### src/rtl/pps_pkg.sv
`timescale 1ns / 1ps
// ---------------------------------------------------------------------------
// Preemptive priority scheduler package
// Item types, status codes and the job table record shared by the block.
// ---------------------------------------------------------------------------
package pps_pkg;

  localparam int unsigned MaxJobs = 16;

  typedef enum logic {
    CMD_ARRIVE = 1'b0,
    CMD_TICK   = 1'b1
  } cmd_e;

  typedef enum logic [2:0] {
    ST_ACCEPT = 3'd0,
    ST_REJECT = 3'd1,
    ST_IDLE   = 3'd2,
    ST_RAN    = 3'd3,
    ST_DONE   = 3'd4
  } status_e;

  typedef struct packed {
    cmd_e        command;
    logic [7:0]  job_id;
    logic [15:0] burst_time;
    logic [7:0]  priority_req;
  } cmd_t;

  typedef struct packed {
    status_e     status;
    logic [7:0]  out_job_id;
    logic [15:0] time_now;
    logic [15:0] start_time;
    logic [15:0] waiting_time;
    logic [15:0] turnaround_time;
  } res_t;

  // One entry of the job table memory.
  typedef struct packed {
    logic [7:0]  job_id;
    logic [7:0]  prio;
    logic [15:0] remaining;
    logic [15:0] burst;
    logic [15:0] arrival;
    logic [15:0] start;
  } slot_t;

endpackage

### src/rtl/preemptive_priority_scheduler_core.sv
`timescale 1ns / 1ps
// ---------------------------------------------------------------------------
// Preemptive priority scheduler core
// Job table with a sequencer that scans it through one shared comparator.
// ---------------------------------------------------------------------------
// The block takes one item at a time and holds in_stall_o high until that
// item's result is in the output register. An arrive item with a zero burst
// is rejected without a walk; any other arrive item walks the valid bits
// from slot 0 up to the first free slot, looking at no more than MAX_JOBS
// slots. For a tick item the job table memory is read one entry per cycle
// and each valid entry passes the single priority/id comparator, then the
// EXEC state updates the chosen job and the RESP state loads the result.
// A result that is not taken delays the next item's result, not its
// acceptance. Valid bits live in flip-flops, so no clearing pass is needed
// after reset.
module preemptive_priority_scheduler_core
  import pps_pkg::*;
#(
  parameter int unsigned MAX_JOBS = MaxJobs
) (
  input  logic clk_i,
  input  logic rst_ni,
  input  logic in_valid_i,
  output logic in_stall_o,
  input  cmd_t in_item_i,
  output logic out_valid_o,
  input  logic out_stall_i,
  output res_t out_item_o
);

  localparam int unsigned IdxW = $clog2(MAX_JOBS);
  localparam logic [IdxW-1:0] LastIdx = IdxW'(MAX_JOBS - 1);

  typedef enum logic [5:0] {
    S_IDLE  = 6'b000001,
    S_FIND  = 6'b000010,
    S_SCAN  = 6'b000100,
    S_SLAST = 6'b001000,
    S_EXEC  = 6'b010000,
    S_RESP  = 6'b100000
  } state_e;

  state_e state_q, state_d;
  logic [IdxW-1:0] idx_q, idx_d;
  cmd_t cmd_q, cmd_d;
  res_t res_q, res_d;
  res_t out_q, out_d;
  logic out_valid_q, out_valid_d;
  logic [MAX_JOBS-1:0] valid_q, valid_d;
  logic [MAX_JOBS-1:0] started_q, started_d;
  logic [15:0] time_q, time_d;
  logic best_found_q, best_found_d;
  logic [IdxW-1:0] best_idx_q, best_idx_d;
  slot_t best_rec_q, best_rec_d;
  logic cmp_vld_q, cmp_vld_d;
  logic [IdxW-1:0] cmp_idx_q;

  slot_t mem_q [MAX_JOBS];
  slot_t rd_q;
  logic mem_we;
  logic [IdxW-1:0] mem_waddr;
  slot_t mem_wdata;

  logic out_take, out_free;
  logic [15:0] t_next, start_v, rem_v, ta_v;

  assign out_take = out_valid_q && !out_stall_i;
  assign out_free = !out_valid_q || !out_stall_i;
  assign in_stall_o = (state_q != S_IDLE);
  assign out_valid_o = out_valid_q;
  assign out_item_o = out_q;

  assign t_next  = time_q + 16'd1;
  assign start_v = started_q[best_idx_q] ? best_rec_q.start : time_q;
  assign rem_v   = best_rec_q.remaining - 16'd1;
  assign ta_v    = t_next - best_rec_q.arrival;

  always_comb begin
    state_d      = state_q;
    idx_d        = idx_q;
    cmd_d        = cmd_q;
    res_d        = res_q;
    out_d        = out_q;
    out_valid_d  = out_valid_q && !out_take;
    valid_d      = valid_q;
    started_d    = started_q;
    time_d       = time_q;
    best_found_d = best_found_q;
    best_idx_d   = best_idx_q;
    best_rec_d   = best_rec_q;
    cmp_vld_d    = (state_q == S_SCAN) && valid_q[idx_q];
    mem_we       = 1'b0;
    mem_waddr    = idx_q;
    mem_wdata    = best_rec_q;

    // Shared comparator: strict less keeps the lower slot on a full tie.
    if (cmp_vld_q && (!best_found_q || (rd_q.prio < best_rec_q.prio) ||
        ((rd_q.prio == best_rec_q.prio) && (rd_q.job_id < best_rec_q.job_id)))) begin
      best_found_d = 1'b1;
      best_rec_d   = rd_q;
      best_idx_d   = cmp_idx_q;
    end

    unique case (state_q)
      S_IDLE: begin
        if (in_valid_i) begin
          cmd_d        = in_item_i;
          idx_d        = '0;
          best_found_d = 1'b0;
          if (in_item_i.command == CMD_TICK) begin
            state_d = S_SCAN;
          end else if (in_item_i.burst_time == 16'd0) begin
            res_d   = '{ST_REJECT, in_item_i.job_id, time_q, 16'd0, 16'd0, 16'd0};
            state_d = S_RESP;
          end else begin
            state_d = S_FIND;
          end
        end
      end
      S_FIND: begin
        if (!valid_q[idx_q]) begin
          mem_we         = 1'b1;
          mem_wdata      = '{cmd_q.job_id, cmd_q.priority_req, cmd_q.burst_time,
                             cmd_q.burst_time, time_q, 16'd0};
          valid_d[idx_q]   = 1'b1;
          started_d[idx_q] = 1'b0;
          res_d   = '{ST_ACCEPT, cmd_q.job_id, time_q, 16'd0, 16'd0, 16'd0};
          state_d = S_RESP;
        end else if (idx_q == LastIdx) begin
          res_d   = '{ST_REJECT, cmd_q.job_id, time_q, 16'd0, 16'd0, 16'd0};
          state_d = S_RESP;
        end else begin
          idx_d = idx_q + 1'b1;
        end
      end
      S_SCAN: begin
        if (idx_q == LastIdx) begin
          state_d = S_SLAST;
        end else begin
          idx_d = idx_q + 1'b1;
        end
      end
      S_SLAST: begin
        state_d = S_EXEC;
      end
      S_EXEC: begin
        time_d  = t_next;
        state_d = S_RESP;
        if (!best_found_q) begin
          res_d = '{ST_IDLE, 8'd0, t_next, 16'd0, 16'd0, 16'd0};
        end else if (rem_v == 16'd0) begin
          res_d = '{ST_DONE, best_rec_q.job_id, t_next, start_v,
                    ta_v - best_rec_q.burst, ta_v};
          valid_d[best_idx_q]   = 1'b0;
          started_d[best_idx_q] = 1'b0;
        end else begin
          mem_we              = 1'b1;
          mem_waddr           = best_idx_q;
          mem_wdata.remaining = rem_v;
          mem_wdata.start     = start_v;
          started_d[best_idx_q] = 1'b1;
          res_d = '{ST_RAN, best_rec_q.job_id, t_next, start_v, 16'd0, 16'd0};
        end
      end
      S_RESP: begin
        if (out_free) begin
          out_d       = res_q;
          out_valid_d = 1'b1;
          state_d     = S_IDLE;
        end
      end
      default: begin
        state_d = S_IDLE;
      end
    endcase
  end

  always_ff @(posedge clk_i or negedge rst_ni) begin
    if (!rst_ni) begin
      state_q      <= S_IDLE;
      out_valid_q  <= 1'b0;
      valid_q      <= '0;
      started_q    <= '0;
      time_q       <= 16'd0;
      best_found_q <= 1'b0;
      cmp_vld_q    <= 1'b0;
    end else begin
      state_q      <= state_d;
      out_valid_q  <= out_valid_d;
      valid_q      <= valid_d;
      started_q    <= started_d;
      time_q       <= time_d;
      best_found_q <= best_found_d;
      cmp_vld_q    <= cmp_vld_d;
    end
  end

  always_ff @(posedge clk_i) begin
    idx_q      <= idx_d;
    cmd_q      <= cmd_d;
    res_q      <= res_d;
    out_q      <= out_d;
    best_idx_q <= best_idx_d;
    best_rec_q <= best_rec_d;
    cmp_idx_q  <= idx_q;
  end

  // Job table memory: one write port, one registered read port.
  always_ff @(posedge clk_i) begin
    if (mem_we) begin
      mem_q[mem_waddr] <= mem_wdata;
    end
    rd_q <= mem_q[idx_q];
  end

  // Every tick advances the clock by exactly one unit.
  assert property (@(posedge clk_i) disable iff (!rst_ni)
    (state_q == S_EXEC) |=> (time_q == $past(time_q) + 16'd1))
    else $error("tick did not advance the clock by one");

  // A job on its last unit leaves the table.
  assert property (@(posedge clk_i) disable iff (!rst_ni)
    (state_q == S_EXEC && best_found_q && best_rec_q.remaining == 16'd1)
    |=> !valid_q[$past(best_idx_q)])
    else $error("finished job still holds its slot");

  // A slot can only be marked started while it holds a job.
  assert property (@(posedge clk_i) disable iff (!rst_ni)
    ((started_q & ~valid_q) == '0))
    else $error("started flag set on a free slot");

  // A pending result moves to the output as soon as the output is free.
  assert property (@(posedge clk_i) disable iff (!rst_ni)
    (state_q == S_RESP && out_free) |=> (out_valid_q && state_q == S_IDLE))
    else $error("pending result was not loaded");

  // Arrival never rejects while a free slot exists and the burst is nonzero.
  assert property (@(posedge clk_i) disable iff (!rst_ni)
    (state_q == S_FIND && !valid_q[idx_q]) |=> (res_q.status == ST_ACCEPT))
    else $error("arrival with a free slot was not accepted");

endmodule
### config.mk
export PLATFORM = sky130hd
export DESIGN_NAME = preemptive_priority_scheduler_core
export DESIGN_NICKNAME = d
export VERILOG_FILES = /design/src/rtl/pps_pkg.sv /design/src/rtl/preemptive_priority_scheduler_core.sv
export SDC_FILE = /design/constraint.sdc
export NUM_CORES = 2
export LEC_CHECK = 0
export BUFFER_PORTS_ARGS = -buffer_cell sky130_fd_sc_hd__buf_2
export CORE_UTILIZATION = 30
export DETAILED_ROUTE_END_ITERATION = 16
export PLACE_DENSITY = 0.41
export SYNTH_ARGS = -nofsm -noshare
export SYNTH_HDL_FRONTEND = slang
export SYNTH_SLANG_ARGS = --single-unit
### constraint.sdc
create_clock -name clk_i -period 9.25 [get_ports clk_i]
set_input_delay 1.85 -clock clk_i [delete_from_list [all_inputs] [get_ports clk_i]]
set_output_delay 1.85 -clock clk_i [all_outputs]
set_load 0.005 [all_outputs]
Yosys cells after proc, flatten, opt, wreduce, memory -nomap -nowiden
Memory sizes are Yosys's and may differ from the RTL's. A register that Yosys moved wholly into a read port is not among the register bits.
Cells that the tools add are included.

word-level totals
  register bits = 331
  bits in writable memories = 1280
  input bits = 37
  output and inout bits = 77
  word-level logic and storage cells = 155
  memories kept = 1

operators by class
  $add $sub $neg = 5
  magnitude comparators = 6
  equality and inequality tests = 19
  multiplexer cells = 60
  bitwise operators = 7
  reductions and logical operators = 26

memory list
  memory  words  bits a word  rd ports  clocked after Yosys merged registers in  wr ports  line                                      source
  mem_q   16     80           1         1                                        1         preemptive_priority_scheduler_core.sv:58  slot_t mem_q [MAX_JOBS];

operators by type and width
  cell                                                                  count
  75-bit two-way mux                                                    7
  75-bit one-hot mux with 3 select lines                                1
  16-bit two-way mux                                                    12
  16-bit one-hot mux with 2 select lines                                4
  80-bit two-way mux                                                    1
  16-bit bitwise AND                                                    3
  6-bit two-way mux                                                     7
  6-bit one-hot mux with 6 select lines                                 1
  16-bit zero test                                                      2
  32-bit two-way mux                                                    1
  16-bit NOT                                                            2
  16-bit OR                                                             2
  16-bit subtractor                                                     2
  4-bit two-way mux                                                     6
  16-bit by 1-bit adder with 16-bit output, second input constant       1
  8-bit < comparator                                                    2
  2-bit inequality test, second input constant                          8
  16-bit by 1-bit subtractor with 16-bit output, second input constant  1
  1-bit two-way mux                                                     14
  4-bit one-hot mux with 3 select lines                                 1
  4-bit by 5-bit < comparator with 1-bit output, second input constant  2
  1-bit binary-select mux with 4-bit select                             2
  1-bit demux with 4-bit select                                         2
  8-bit equality test                                                   1
  other kinds (22)                                                      38

Depth between registers and ports, before layout
  word-level depth = 9
  mapped depth = 21
  mapped depth without buffers = 21

Worst setup path before layout
Ideal clock, no wire load.

  path type = register to register
  start = register idx_q[0]
  end = memory mem_q[13][0] in the netlist's numbering (enable)
  library setup time = 0.629 ns
  data arrival time = 7.738 ns
  data required time = 8.621 ns
  slack = 0.883 ns
  cell stages (with the launch flop) = 11
  buffers on the path = 4
  period minus slack after synthesis = 8.367 ns
  cells stage by stage = edfxtp_1 buf_2 buf_2 mux4_2 mux2i_1 mux2_2 and2_1 buf_2 buf_2 nand2_1 o21ai_0

on the way
  longest elaborated chain between the ends = 6
  elaborated cells on any way between the ends = 9
  classes of those cells = 9 x mux

ends and longest elaborated chain
  item                                       line                                       source
  from (decl)                                preemptive_priority_scheduler_core.sv:44   logic [IdxW-1:0] idx_q, idx_d;
  from (signal assigned)                     preemptive_priority_scheduler_core.sv:199  idx_q <= idx_d;
  1-bit binary-select mux with 4-bit select  preemptive_priority_scheduler_core.sv:121  if (!valid_q[idx_q]) begin
  1-bit two-way mux (implied by the code)    preemptive_priority_scheduler_core.sv:121
  1-bit two-way mux                          preemptive_priority_scheduler_core.sv:121
  1-bit one-hot mux with 2 select lines      preemptive_priority_scheduler_core.sv:104  unique case (state_q)
  1-bit two-way mux                          preemptive_priority_scheduler_core.sv:210  if (mem_we) begin
  1-bit two-way mux (implied by the code)    preemptive_priority_scheduler_core.sv:211  mem_q[mem_waddr] <= mem_wdata;
  to (decl)                                  preemptive_priority_scheduler_core.sv:58

Parallel ways exist; a longest one is shown, timed or not. The select of a mux whose other input is x is not followed.

Worst setup path in the final report
  start = register idx_q[1]
  end = memory mem_q[13][11] in the netlist's numbering (enable)

The elaborated chain is that of the path after synthesis.

==> run_results.csv <==
group,metric,value,unit
placement,place_ws,3550,ps
final_layout,final_util,35.2,%
placement,placed_area,0.0696,mm2
critical_path,cp_slowest_stage_delay,940,ps
critical_path,crit_type,"reg -> reg",
synthesis,seq_area_frac_synth,76.5,%
synthesis,synth_ff_type,"edfxtp_1",
floorplanning,row_count,170,
critical_path,crit_chain,"buf_4 > mux4_2 > mux2i_1 > mux2_2 > and2_4 > nand2_1 > o21ai_4 > buf_4",
timing,tns,0,ps
timing,min_period_over_period,58.2,%
route,drt_pass1_iterations,6,
synthesis,synth_simple_gate_area_share,2.93,%
clocking,clk_pin_slew,60,ps
placement,io_buffers,113,
timing,clock_skew,33.4,ps
floorplanning,fp.dieArea,0.218,mm2
route,drt_iter0_drc,3138,
synthesis,synth.top_cell.area_share,71.7,%
power_and_ir_drop,p_per_area,276,mW/mm2
run_status,status,"complete, no violations",
route,drt_wl_total,182,mm
synthesis,ys_warn_count,0,
critical_path,worstSetupEndpointType,"flip-flop",
floorplanning,die_x,467,um
timing,hold_viol,0,
run,drv_cap,0,
route,vias_per_cell,4.99,
final_layout,fin_nets,3471,
power_and_ir_drop,total_power,20.9,mW
timing,fin_crit,5380,ps
timing,grt_setup_unrepaired,"false",
final_layout,drive_gt1_share,26.5,%
synthesis,synthMuxAreaShare,14.6,%
critical_path,crit_arrival,5800,ps
clocking,htree_levels,4,
synthesis,syn-num-nets,3216,
floorplanning,die_h,467,um
synthesis,synth_cell_types,80,
global_route,grt_pass1_vias,33900,
timing,max_freq,186,MHz
timing,layout_setup_ws,3870,ps
clocking,cts_resized,0,
critical_path,worst_setup_path_start_kind,"flip-flop",
route,wl_per_cell,28.5,um
synthesis,synthArstFlopShare,3.37,%
critical_path,crit_required,9670,ps
global_route,track_usage,16.8,%
worst_hold_path,hp-class,"reg -> reg",
power_and_ir_drop,vdd_drop_max,238,uV
synthesis,ys_top_cells_by_area,"edfxtp_1, mux4_2, dfxtp_1",
synthesis,synth-compound-area-share,2.60,%
critical_path,crit_fanout,65,
timing,holdWs,388,ps
floorplanning,coreArea,0.215,mm2
critical_path,path_common_cell,"buf_4",
critical_path,crit_slowest_cell,"o21ai_4",
synthesis,avgSynthCellArea,20.8,um2
synthesis,ys_ff_latch,1691,
timing,drv_slew,0,
clocking,cts-root-buf,"clkbuf_16",
synthesis,syn_inst,3125,
synthesis,synth_top_family_by_area,"multiplexers",
global_route,grt_pass1_wl,260,mm
final_layout,regArea,0.0497,mm2
final_layout,synthToLayoutAreaGrowth,16.4,%
global_route,grt_max_degree,128,
timing,setup_viol,0,
route,drc,0,
synthesis,yosys.area.top_type,"edfxtp_1",
clocking,cts_sinks,1691,
global_route,antenna_found_initial,7,
clocking,postCtsHoldBufs,0,
placement,gp_congestion,0.824,
synthesis,synth_area,0.0649,mm2
clocking,cts_inserted_buffers,185,
synthesis,synth_fa_ha_area_share,1.06,%
clocking,clk_latency,820,ps
synthesis,synth-edff-count,1550,
floorplanning,io-pin-count,114,
route,dr_total_vias,31800,
route,ant_nets,0,
clocking,cts.path.max_buffers,3,
placement,dp.cells,6028,
clocking,cts_setup_buffers,0,
synthesis,synthXorXnorAreaFrac,0.985,%
final_layout,multi_input_area,0.0146,mm2
power_and_ir_drop,p_leak,24.2,nW
clocking,cts_tree,"yes",
final_layout,layout_commonest_cell,"edfxtp_1",
final_layout,final_cell_mix,"edfxtp_1, mux4_2, clkbuf_16",
timing,max_slew_margin,4.20,%
floorplanning,start_util,30.2,%
global_route,grt-ovfl-total,0,
placement,hpwl,102,mm
timing,worst-slew-pin-transition,1440,ps
final_layout,fin_cells,6375,
final_layout,finish.instance_area,0.0755,mm2
final_layout,fill_cells,20000,
[logic make-up (layout without fill, tap and decap cells)]
| family | Yosys count | in the layout |
|---|---|---|
| other | 0 | 1 |
| adders and majority gates | 54 | 54 |
| xor gates and xnor gates | 73 | 73 |
| muxes | 434 | 434 |
| AOI/OAI and AO/OA | 252 | 252 |
| buffers and inverters | 222 | 633 |
| DFF | 1691 | 1691 |
| and+or+nand+nor | 399 | 399 |
[worst max-delay path, delay by kind of cell (launching register included)]
family | cells | cell delay [ps]
DFF | 1 | 350
buffers and inverters | 2 | 1550
AOI/OAI and AO/OA | 1 | 940
and+or+nand+nor | 2 | 1190
muxes | 3 | 840
[final timing paths]
kind | from | endpoint | slack [ps] | cells past startpoint
worst max-delay path | idx_q[1]$_SDFFCE_PN0P_ | mem_q[13][11]$_DFFE_PP_ | 3870 | 8
worst min-delay path | rd_q[5]$_DFF_P_ | best_rec_q[5]$_DFFE_PP_ | 390 | 0
worst max register to register | idx_q[1]$_SDFFCE_PN0P_ | mem_q[13][11]$_DFFE_PP_ | 3870 | 8
worst min register to register | rd_q[5]$_DFF_P_ | best_rec_q[5]$_DFFE_PP_ | 390 | 0
max in group asynchronous | rst_ni | state_q[2]$_DFFE_PN0P_ | 7320 | 2
min in group asynchronous | rst_ni | time_q[12]$_DFFE_PN0P_ | 1250 | 2
[registers in the layout (all words and copies together) (netlist names), 4 cells and up, named ones only]
| signal | flops |
|---|---|
| best_rec_q | 80 |
| cmd_q | 32 |
| time_q | 16 |
| cmp_idx_q | 4 |
| valid_q | 16 |
| out_item_o | 75 |
| best_idx_q | 4 |
| state_q | 6 |
| rd_q | 80 |
| res_q | 75 |
| idx_q | 4 |
| mem_q | 1280 |
[cells in the mapped netlist (all sizes together), types with 13 or more instances]
library cell and instances:
dfxtp 84, and2 13, nor3 23, buf 56, nor2 102, a22o 24
clkbuf 99, a21oi 26, ha 52, nand2 149, nand3 32, mux4 409
o211ai 14, mux2i 22, dfrtp 56, inv 67, o21ai 85, xnor2 40
edfxtp 1550, xor2 33, and3 13, o22ai 13
[layer usage]
layer  part of all wire (%)  GRT usage (%)  wire length (um)
met5                      0              0                 0
met4                    1.9           3.91              3500
met3                    4.4           2.65              7970
met2                     49           27.7             88600
met1                     45           23.4             81900
[where the power goes]
group,total [mW],switching (mW),internal [mW]
registers,9.30,0.234,9.07
logic,4.37,2.33,2.04
clock network,7.20,3.02,4.18
[layout make-up]
class,instances,area share [%]
inverters,67,0.333
well taps,2838,4.70
clock inverters,82,0.994
multi-input cells,1212,19.4
diodes,1,0.00331
clock buffers,261,6.82
repair buffers,223,2.02
flip-flops and latches,1691,65.7
(Power assumes the default switching activity.)
